$ cat config.mk
export PLATFORM = sky130hd
export DESIGN_NAME = retransmit_inflight_tracker
export DESIGN_NICKNAME = d
export VERILOG_FILES = /design/src/rtl/core/rit_pkg.sv /design/src/rtl/core/retransmit_inflight_tracker.sv
export SDC_FILE = /design/constraint.sdc
export NUM_CORES = 2
export LEC_CHECK = 0
export ABC_AREA = 1
export BUFFER_PORTS_ARGS = -buffer_cell sky130_fd_sc_hd__buf_2
export CAP_MARGIN = 20
export CORE_MARGIN = 2
export CORE_UTILIZATION = 45
export DETAILED_ROUTE_END_ITERATION = 8
export SETUP_SLACK_MARGIN = 0.1
export SLEW_MARGIN = 20
export SYNTH_ARGS = -nofsm -noshare
export SYNTH_HDL_FRONTEND = slang
export SYNTH_SLANG_ARGS = --single-unit
$ cat constraint.sdc
create_clock -name clk_i -period 7.8 [get_ports clk_i]
set_clock_uncertainty 0.2 [all_clocks]
set_input_delay 0.78 -clock clk_i [delete_from_list [all_inputs] [get_ports clk_i]]
set_output_delay 0.78 -clock clk_i [all_outputs]
set_load 0.05 [all_outputs]
$ cat src/rtl/core/rit_pkg.sv
`timescale 1ns / 1ps
`default_nettype none
package rit_pkg;
  typedef enum logic [1:0] {
    CMD_SEND    = 2'd0,
    CMD_ACK     = 2'd1,
    CMD_TIMEOUT = 2'd2,
    CMD_QUERY   = 2'd3
  } cmd_e;

  localparam logic [0:0] REG_TIMEOUT = 1'b0;
  localparam logic [0:0] REG_SPACE   = 1'b1;

  localparam logic [15:0] TimeoutReset = 16'd500;
  localparam logic [15:0] SpaceReset   = 16'd30720;
  localparam logic [16:0] SpaceMax     = 17'd32768;
endpackage
`default_nettype wire

$ cat src/rtl/core/retransmit_inflight_tracker.sv
`timescale 1ns / 1ps
// send drops acked pairs, then appends to the ring, runs the modulo and adds one pair (two
// with the starting pair, none when dropped); ack scans the pairs; timeout re-stamps the
// head; query pops acked heads and gives the wait; the modulo takes 16 shift-subtract steps
// throughput: one command at a time, the next accepted the cycle after its result registers;
// a result still waiting on m_axis_tready holds the following command at its output step
// reset: asynchronous, active low; ring and pair tables empty, registers at 500 and 30720
`default_nettype none
module retransmit_inflight_tracker import rit_pkg::*; #(
  parameter int INFLIGHT_DEPTH = 16,
  parameter int PAIR_DEPTH = 32,
  parameter int HANDLE_BITS = 8
) (
  input  wire logic        clk_i,
  input  wire logic        rst_ni,
  input  wire logic        s_axis_tvalid,
  output logic             s_axis_tready,
  // command[1:0], now_ms[33:2], seq_num[48:34], data_size[59:49], packet_handle[67:60]
  input  wire logic [71:0] s_axis_tdata,
  output logic             m_axis_tvalid,
  input  wire logic        m_axis_tready,
  // resend_handle[7:0], resend_valid[8], wait_ms[24:9], queue_empty[25],
  // ack_unmatched[26], overflow[27]
  output logic [31:0]      m_axis_tdata,
  input  wire logic        cfg_valid_i,
  output logic             cfg_ready_o,
  input  wire logic        cfg_index_i,
  input  wire logic [15:0] cfg_data_i
);
  localparam int RW = $clog2(INFLIGHT_DEPTH);
  localparam int PW = $clog2(PAIR_DEPTH);

  localparam logic [3:0] S_IDLE = 4'd0, S_PRD = 4'd1, S_PCHK = 4'd2, S_SEND = 4'd3,
    S_MOD = 4'd4, S_ADD = 4'd5, S_ADD2 = 4'd6, S_ARD = 4'd7, S_ACHK = 4'd8,
    S_TRD = 4'd9, S_TWR = 4'd10, S_QRD = 4'd11, S_QCHK = 4'd12, S_QSUB = 4'd13,
    S_OUT = 4'd14;

  logic [3:0] st_q, st_d;
  logic [15:0] tmo_q, space_q;
  logic [31:0] now_q;
  logic [14:0] seq_q;
  logic [HANDLE_BITS-1:0] hnd_q;
  logic [31:0] modv_q;
  logic [3:0] step_q;
  logic [RW-1:0] head_q;
  logic [RW:0] rcnt_q;
  logic [PW:0] pcnt_q, rd_q, wr_q;
  logic [31:0] npn_q, lack_q;
  logic first_q;
  logic [27:0] res_q, out_q;
  logic [32:0] acc_q;

  logic [HANDLE_BITS-1:0] r_hnd [INFLIGHT_DEPTH];
  logic [31:0] r_time [INFLIGHT_DEPTH];
  logic [31:0] r_pn [INFLIGHT_DEPTH];
  logic [14:0] p_seq [PAIR_DEPTH];
  logic [31:0] p_pn [PAIR_DEPTH];
  logic [14:0] p_seq_rd;
  logic [31:0] p_pn_rd;
  logic [HANDLE_BITS-1:0] r_hnd_rd;
  logic [31:0] r_time_rd, r_pn_rd;

  // shared subtract unit
  logic [32:0] sub_a, sub_b, sub_y;
  assign sub_y = sub_a - sub_b;

  logic [RW-1:0] tail;
  logic [16:0] space_eff;
  logic starting;
  assign tail = head_q + rcnt_q[RW-1:0];
  assign space_eff = (space_q == 16'd0 || {1'b0, space_q} > SpaceMax) ? SpaceMax
                                                                    : {1'b0, space_q};
  assign starting = first_q && pcnt_q == '0;

  logic in_go, out_load;
  logic [27:0] res_fin;
  assign s_axis_tready = st_q == S_IDLE;
  assign in_go = s_axis_tvalid && s_axis_tready;
  assign cfg_ready_o = 1'b1;
  // result moves to the output register once the previous one has left
  assign out_load = st_q == S_OUT && (!m_axis_tvalid || m_axis_tready);
  assign res_fin = res_q | {2'b0, rcnt_q == '0, 25'd0};

  always_comb begin
    sub_a = acc_q;
    sub_b = {1'b0, modv_q};
    unique case (st_q)
      S_PCHK: begin sub_a = {1'b0, p_pn_rd}; sub_b = {1'b0, lack_q}; end
      S_QCHK: begin sub_a = {1'b0, lack_q}; sub_b = {1'b0, r_pn_rd}; end
      S_QSUB: begin sub_a = {1'b0, r_time_rd} + {17'd0, tmo_q}; sub_b = {1'b0, now_q}; end
      default: ;
    endcase
  end

  always_ff @(posedge clk_i) begin
    p_seq_rd <= p_seq[rd_q[PW-1:0]];
    p_pn_rd  <= p_pn[rd_q[PW-1:0]];
    r_hnd_rd <= r_hnd[head_q];
    r_time_rd <= r_time[head_q];
    r_pn_rd  <= r_pn[head_q];
    if (st_q == S_PCHK && !sub_y[32]) begin
      p_seq[wr_q[PW-1:0]] <= p_seq_rd;
      p_pn[wr_q[PW-1:0]]  <= p_pn_rd;
    end
    if (st_q == S_SEND && !(rcnt_q >= (RW+1)'(INFLIGHT_DEPTH)
        || pcnt_q + (starting ? 2 : 1) > PAIR_DEPTH)) begin
      r_hnd[tail] <= hnd_q;
      r_time[tail] <= now_q;
      r_pn[tail] <= npn_q;
    end
    if (st_q == S_ADD) begin
      p_seq[pcnt_q[PW-1:0]] <= starting ? seq_q : acc_q[14:0];
      p_pn[pcnt_q[PW-1:0]]  <= starting ? 32'd0 : npn_q;
    end
    if (st_q == S_ADD2) begin
      p_seq[pcnt_q[PW-1:0]] <= acc_q[14:0];
      p_pn[pcnt_q[PW-1:0]]  <= npn_q;
    end
    if (st_q == S_TWR) begin
      if (rcnt_q >= (RW+1)'(2)) begin
        r_hnd[tail] <= r_hnd_rd;
        r_time[tail] <= now_q;
        r_pn[tail] <= r_pn_rd;
      end else begin
        r_time[head_q] <= now_q;
      end
    end
    if (in_go) begin
      now_q <= s_axis_tdata[33:2];
      seq_q <= s_axis_tdata[48:34];
      hnd_q <= s_axis_tdata[60 +: HANDLE_BITS];
      acc_q <= {18'd0, s_axis_tdata[48:34]} + {22'd0, s_axis_tdata[59:49]};
    end else if (st_q == S_MOD && !sub_y[32]) begin
      acc_q <= sub_y;
    end
    // restoring remainder: space shifted left by 15, then one bit right per step
    if (st_q == S_SEND) modv_q <= {space_eff, 15'd0};
    else if (st_q == S_MOD) modv_q <= {1'b0, modv_q[31:1]};
  end

  always_comb begin
    st_d = st_q;
    unique case (st_q)
      S_IDLE: if (in_go) begin
        unique case (cmd_e'(s_axis_tdata[1:0]))
          CMD_SEND: st_d = S_PRD;
          CMD_ACK: st_d = S_ARD;
          CMD_TIMEOUT: st_d = S_TRD;
          CMD_QUERY: st_d = S_QRD;
          default: st_d = S_IDLE;
        endcase
      end
      S_PRD: st_d = (rd_q >= pcnt_q) ? S_SEND : S_PCHK;
      S_PCHK: st_d = S_PRD;
      S_SEND: st_d = (rcnt_q >= (RW+1)'(INFLIGHT_DEPTH)
                      || pcnt_q + (starting ? 2 : 1) > PAIR_DEPTH) ? S_OUT : S_MOD;
      S_MOD: if (&step_q) st_d = S_ADD;
      S_ADD: st_d = starting ? S_ADD2 : S_OUT;
      S_ADD2: st_d = S_OUT;
      S_ARD: st_d = (rd_q >= pcnt_q) ? S_OUT : S_ACHK;
      S_ACHK: st_d = (p_seq_rd == seq_q) ? S_OUT : S_ARD;
      S_TRD: st_d = S_TWR;
      S_TWR: st_d = S_OUT;
      S_QRD: st_d = (rcnt_q == '0) ? S_OUT : S_QCHK;
      S_QCHK: st_d = sub_y[32] ? S_QSUB : S_QRD;
      S_QSUB: st_d = S_OUT;
      S_OUT: st_d = out_load ? S_IDLE : S_OUT;
      default: st_d = S_IDLE;
    endcase
  end

  logic [31:0] d32;
  assign d32 = sub_y[31:0];

  always_ff @(posedge clk_i or negedge rst_ni) begin
    if (!rst_ni) begin
      st_q <= S_IDLE;
      tmo_q <= TimeoutReset;
      space_q <= SpaceReset;
      head_q <= '0;
      rcnt_q <= '0;
      pcnt_q <= '0;
      rd_q <= '0;
      wr_q <= '0;
      step_q <= '0;
      npn_q <= 32'd1;
      lack_q <= '0;
      first_q <= 1'b1;
      res_q <= '0;
      out_q <= '0;
      m_axis_tvalid <= 1'b0;
    end else begin
      st_q <= st_d;
      if (cfg_valid_i) begin
        if (cfg_index_i == REG_TIMEOUT) tmo_q <= cfg_data_i;
        else if (cfg_index_i == REG_SPACE) space_q <= cfg_data_i;
      end
      if (out_load) begin
        m_axis_tvalid <= 1'b1;
        out_q <= res_fin;
      end else if (m_axis_tvalid && m_axis_tready) begin
        m_axis_tvalid <= 1'b0;
      end
      unique case (st_q)
        S_IDLE: if (in_go) begin
          rd_q <= '0;
          wr_q <= '0;
          step_q <= '0;
          res_q <= '0;
        end
        S_PRD: if (rd_q >= pcnt_q) pcnt_q <= wr_q;
        S_PCHK: begin
          rd_q <= rd_q + 1'b1;
          if (!sub_y[32]) wr_q <= wr_q + 1'b1;
        end
        S_SEND: if (rcnt_q >= (RW+1)'(INFLIGHT_DEPTH)
                    || pcnt_q + (starting ? 2 : 1) > PAIR_DEPTH) begin
          res_q[27] <= 1'b1;
        end else begin
          rcnt_q <= rcnt_q + 1'b1;
        end
        S_MOD: step_q <= step_q + 1'b1;
        S_ADD: if (starting) begin
          pcnt_q <= pcnt_q + 1'b1;
          first_q <= 1'b0;
        end else begin
          pcnt_q <= pcnt_q + 1'b1;
          npn_q <= npn_q + 1'b1;
        end
        S_ADD2: begin
          pcnt_q <= pcnt_q + 1'b1;
          npn_q <= npn_q + 1'b1;
        end
        S_ARD: if (rd_q >= pcnt_q) res_q[26] <= 1'b1;
        S_ACHK: begin
          rd_q <= rd_q + 1'b1;
          if (p_seq_rd == seq_q) lack_q <= p_pn_rd;
        end
        S_TWR: if (rcnt_q != '0) begin
          res_q[7:0] <= 8'(r_hnd_rd);
          res_q[8] <= 1'b1;
          if (rcnt_q >= (RW+1)'(2)) head_q <= head_q + 1'b1;
        end
        S_QCHK: if (!sub_y[32]) begin
          head_q <= head_q + 1'b1;
          rcnt_q <= rcnt_q - 1'b1;
        end
        S_QSUB: begin
          if (d32 == 32'd0 || d32[31]) res_q[24:9] <= 16'd1;
          else if (d32[31:16] != 16'd0) res_q[24:9] <= 16'hFFFF;
          else res_q[24:9] <= d32[15:0];
        end
        default: ;
      endcase
    end
  end

  assign m_axis_tdata = {4'd0, out_q};

  property p_no_accept_busy;
    @(posedge clk_i) disable iff (!rst_ni) st_q != S_IDLE |-> !s_axis_tready;
  endproperty
  assert property (p_no_accept_busy) else $error("accepted while busy");

  property p_ring_bound;
    @(posedge clk_i) disable iff (!rst_ni) rcnt_q <= (RW+1)'(INFLIGHT_DEPTH);
  endproperty
  assert property (p_ring_bound) else $error("ring count beyond depth");

  property p_pair_bound;
    @(posedge clk_i) disable iff (!rst_ni) pcnt_q <= (PW+1)'(PAIR_DEPTH);
  endproperty
  assert property (p_pair_bound) else $error("pair count beyond depth");

  property p_out_after;
    @(posedge clk_i) disable iff (!rst_ni) st_q == S_OUT |=> m_axis_tvalid;
  endproperty
  assert property (p_out_after) else $error("result not presented");
endmodule
`default_nettype wire

==> summary.txt <==
Status
  • Status: complete, no violations

Logic synthesis
  • Synthesized flop and latch total: 3082
  • Synthesized area per cell: 12.3 um^2
  • Syn Std Cell Area: 125000 um^2
  • Unique cell type count in the Yosys netlist: 62
  • Count leader, synth: edfxtp_1
  • Primary FF master, synth: edfxtp_1
  • Synth async-reset ratio: 0.0610
  • Cell taking the most area after synthesis: edfxtp_1
  • Syn Inst Count: 10168
  • Yosys top cell area share: 0.665
  • Synth warn: 0
  • Synth cell count leaders: 2760 x edfxtp_1, 1555 x o21ai_0, 1400 x nor2_1
  • Seq/Total Area, Yosys: 0.724
  • Area contributors post-synth: edfxtp_1 66%, o21ai_0 6.2%, nor2_1 4.2%, dfrtp_1 3.5%, nand2_1 3.5%
  • Post-synth EDFFs: 2760

Setup path
  • CP Launch Type: flip-flop
  • Arr. time, crit path: 6.78 ns
  • Most common cell on crit path: inv_1
  • Crit end category: flip-flop
  • Crit-path max cell delay: 0.60 ns
  • Reg2reg start: tmo_q[0]$_DFFE_PN0P_
  • Worst setup path startpoint: tmo_q[0]$_DFFE_PN0P_
  • Req. time, crit path: 8.12 ns
  • CP Max Fanout: 31
  • Reg2Reg Depth: 28
  • CP Class: flip-flop to flip-flop
  • Slowest-stage cell, CP: buf_4

Timing
  • Tightest Pin Transition: 1.15 ns
  • Hold_ws: 0.0418 ns
  • PnR worst setup slack: 1.34 ns
  • Fmax: 0.155 GHz
  • Slew HR: 0.228
  • Crit path time final: 6.46 ns
  • Final Max Slew Viols: 0
  • RSZ-0062 raised after global routing: no
  • Final hold vios: 0
  • Final Cycle Share: 0.828
  • Setup TNS: 0 ns
  • Setup Viol. Count Final: 0

Clock network
  • CTS buffer count: 326
  • CTS Sinks: 3082
  • Clock Latency Late Sink: 0.94 ns
  • Root buffer cell: clkbuf_16
  • CTS tree: built
  • Htree depth: 5
  • Post-CTS Setup Bufs: 0
  • Clk buf depth: 4
  • Reg clk slew, reported paths: 0.07 ns

Cells and area
  • Syn-to-layout area delta: 13.7%
  • Fill count: 23292
  • Final Non-Filler Cells: 14291
  • Layout cells sized above 1: 0.0992
  • Core Util, Final: 0.513
  • Cell area after layout: 142000 um^2
  • Final Net Count: 10476

Flow run
  • Number of max-cap violations: 0

Global routing
  • Global-route wire length before repair: 547 mm
  • GRT Overall Usage: 0.263
  • Vias in the first global route: 81100
  • Largest net degree at the start of global routing: 223
  • Antenna violations before repair: 17
  • Total gr overflow: 0

Detailed routing
  • DR vias: 84572
  • DRT Wirelength: 379 mm
  • Wire per inst: 26.5 um
  • DRC: 0
  • Vias/cell: 5.92
  • DR iter-0 viols: 9875
  • Post-route ant nets: 0
  • DR pass1 iterations: 6

Power and ir drop
  • VDD IR max: 351 uV
  • Total power: 60.3 mW
  • Power Dens Cells: 425 nW/um^2
  • P_leak: 47.9 nW

Floorplanning
  • DIE WIDTH: 530 um
  • Die height: 530 um
  • Top Ports: 129
  • Die area: 281000 um^2
  • Initial core utilization: 0.452
  • Core area: 276000 um^2
  • Num rows: 193

Placed design
  • Pre-CTS setup slack: 1.43 ns
  • Post-DP Area: 130000 um^2
  • Port Buf Inserts: 119
  • Placed insts: 13604
  • Post-detail-place hpwl: 217 mm
  • Routability Congestion: 0.917

Hold path
  • Min-delay worst type: input pin to flip-flop
  • Hold depth: 3
  • Origin of the worst min-delay path: cfg_data_i[0]
[cell families (layout without fill, tap and decap cells)]
| family | count (synthesis) | in the layout | synth area share |
|---|---|---|---|
| muxes | 18 | 18 | 0.00161 |
| xor gates and xnor gates | 72 | 72 | 0.00506 |
| and+or+nand+nor | 2992 | 2992 | 0.0975 |
| buffers and inverters | 1081 | 1480 | 0.0330 |
| DFF | 3082 | 3082 | 0.724 |
| AOI/OAI and AO/OA | 2836 | 2836 | 0.130 |
| other | 2 | 21 | 0.0000602 |
| adders and majority gates | 85 | 85 | 0.00883 |
[power breakdown]
| part | internal (mW) | switching [mW] | total, mW |
|---|---|---|---|
| sequential | 21.7 | 1.39 | 23.1 |
| combinational | 5.53 | 16.4 | 21.9 |
| clock | 8.80 | 6.50 | 15.3 |
[what timing repair did]
action,in CTS,in global routing
hold buffers,69,0
gates resized for setup,0,0
setup endpoints to repair,0,0
endpoints found under the hold margin,166,0
[per-layer routing]
layer | up-vias | share of wire | track usage
met2 | 3711 | 0.47 | 0.422
met5 | - | 0.00021 | 0
met3 | 704 | 0.079 | 0.0395
met1 | 42631 | 0.41 | 0.359
met4 | 12 | 0.045 | 0.111
li1 | 37514 | - | -
[critical path, delay by kind of cell (launching register included)]
kind,cells,cell delay [ns]
and+or+nand+nor,13,2.14
AOI/OAI and AO/OA,7,1.43
buffers and inverters,5,0.99
adders and majority gates,3,0.86
DFF,1,0.36
[cell usage in the layout (no fill, tap or decap), types with 25 or more instances in the layout]
master,synthesis,final
clkbuf_1,567,93
nor3_1,29,29
inv_1,430,427
buf_4,7,212
nand3_1,246,246
a221oi_1,32,32
xor2_1,47,47
dlygate4sd3_1,0,69
nor2_4,8,78
nand4_1,78,78
o21ai_0,1555,1524
dfrtp_1,176,169
xnor2_1,25,25
dfxtp_1,134,134
a21oi_1,442,427
ha_1,80,80
nand2_1,1154,1150
clkbuf_16,0,335
o211ai_1,44,44
buf_2,14,119
edfxtp_1,2760,2760
o221ai_1,296,296
clkinv_2,0,51
o22ai_1,413,410
nor2_1,1400,1330
clkinv_1,6,58
[sequential cells by signal, indices dropped and copies added, names as in the netlist, 27 cells and up]
name       count
p_pn        1024
r_time_rd     32
r_pn_rd       32
lack_q        32
acc_q         33
npn_q         32
r_hnd        128
now_q         32
out_q         28
r_time       512
p_seq        480
res_q         27
r_pn         512
p_pn_rd       32
modv_q        31
[cell type report]
type | instances | area, um^2 | share of cell area
Sequential cell | 3082 | 90300 | 0.637
Antenna cell | 16 | 40.0 | 0.000283
Clock buffer | 437 | 8860 | 0.0625
Timing Repair Buffer | 423 | 3340 | 0.0236
Tap cell | 3705 | 4640 | 0.0327
Inverter | 456 | 1760 | 0.0124
Clock inverter | 164 | 1640 | 0.0115
Multi-Input combinational cell | 6008 | 31100 | 0.220
[final timing paths]
| kind | to | slack, ns |
|---|---|---|
| worst max-delay path | p_seq[30][9]$_DFFE_PP_ | 1.34 |
| worst min-delay path | space_q[0]$_DFFE_PN0P_ | 0.04 |
| worst max register to register | p_seq[30][9]$_DFFE_PP_ | 1.34 |
| worst min register to register | first_q$_DFFE_PN1P_ | 0.26 |
| max in group asynchronous | lack_q[24]$_DFFE_PN0P_ | 5.64 |
| min in group asynchronous | res_q[3]$_DFFE_PN0P_ | 0.27 |
Note: power is estimated with default switching activity, not from simulation.
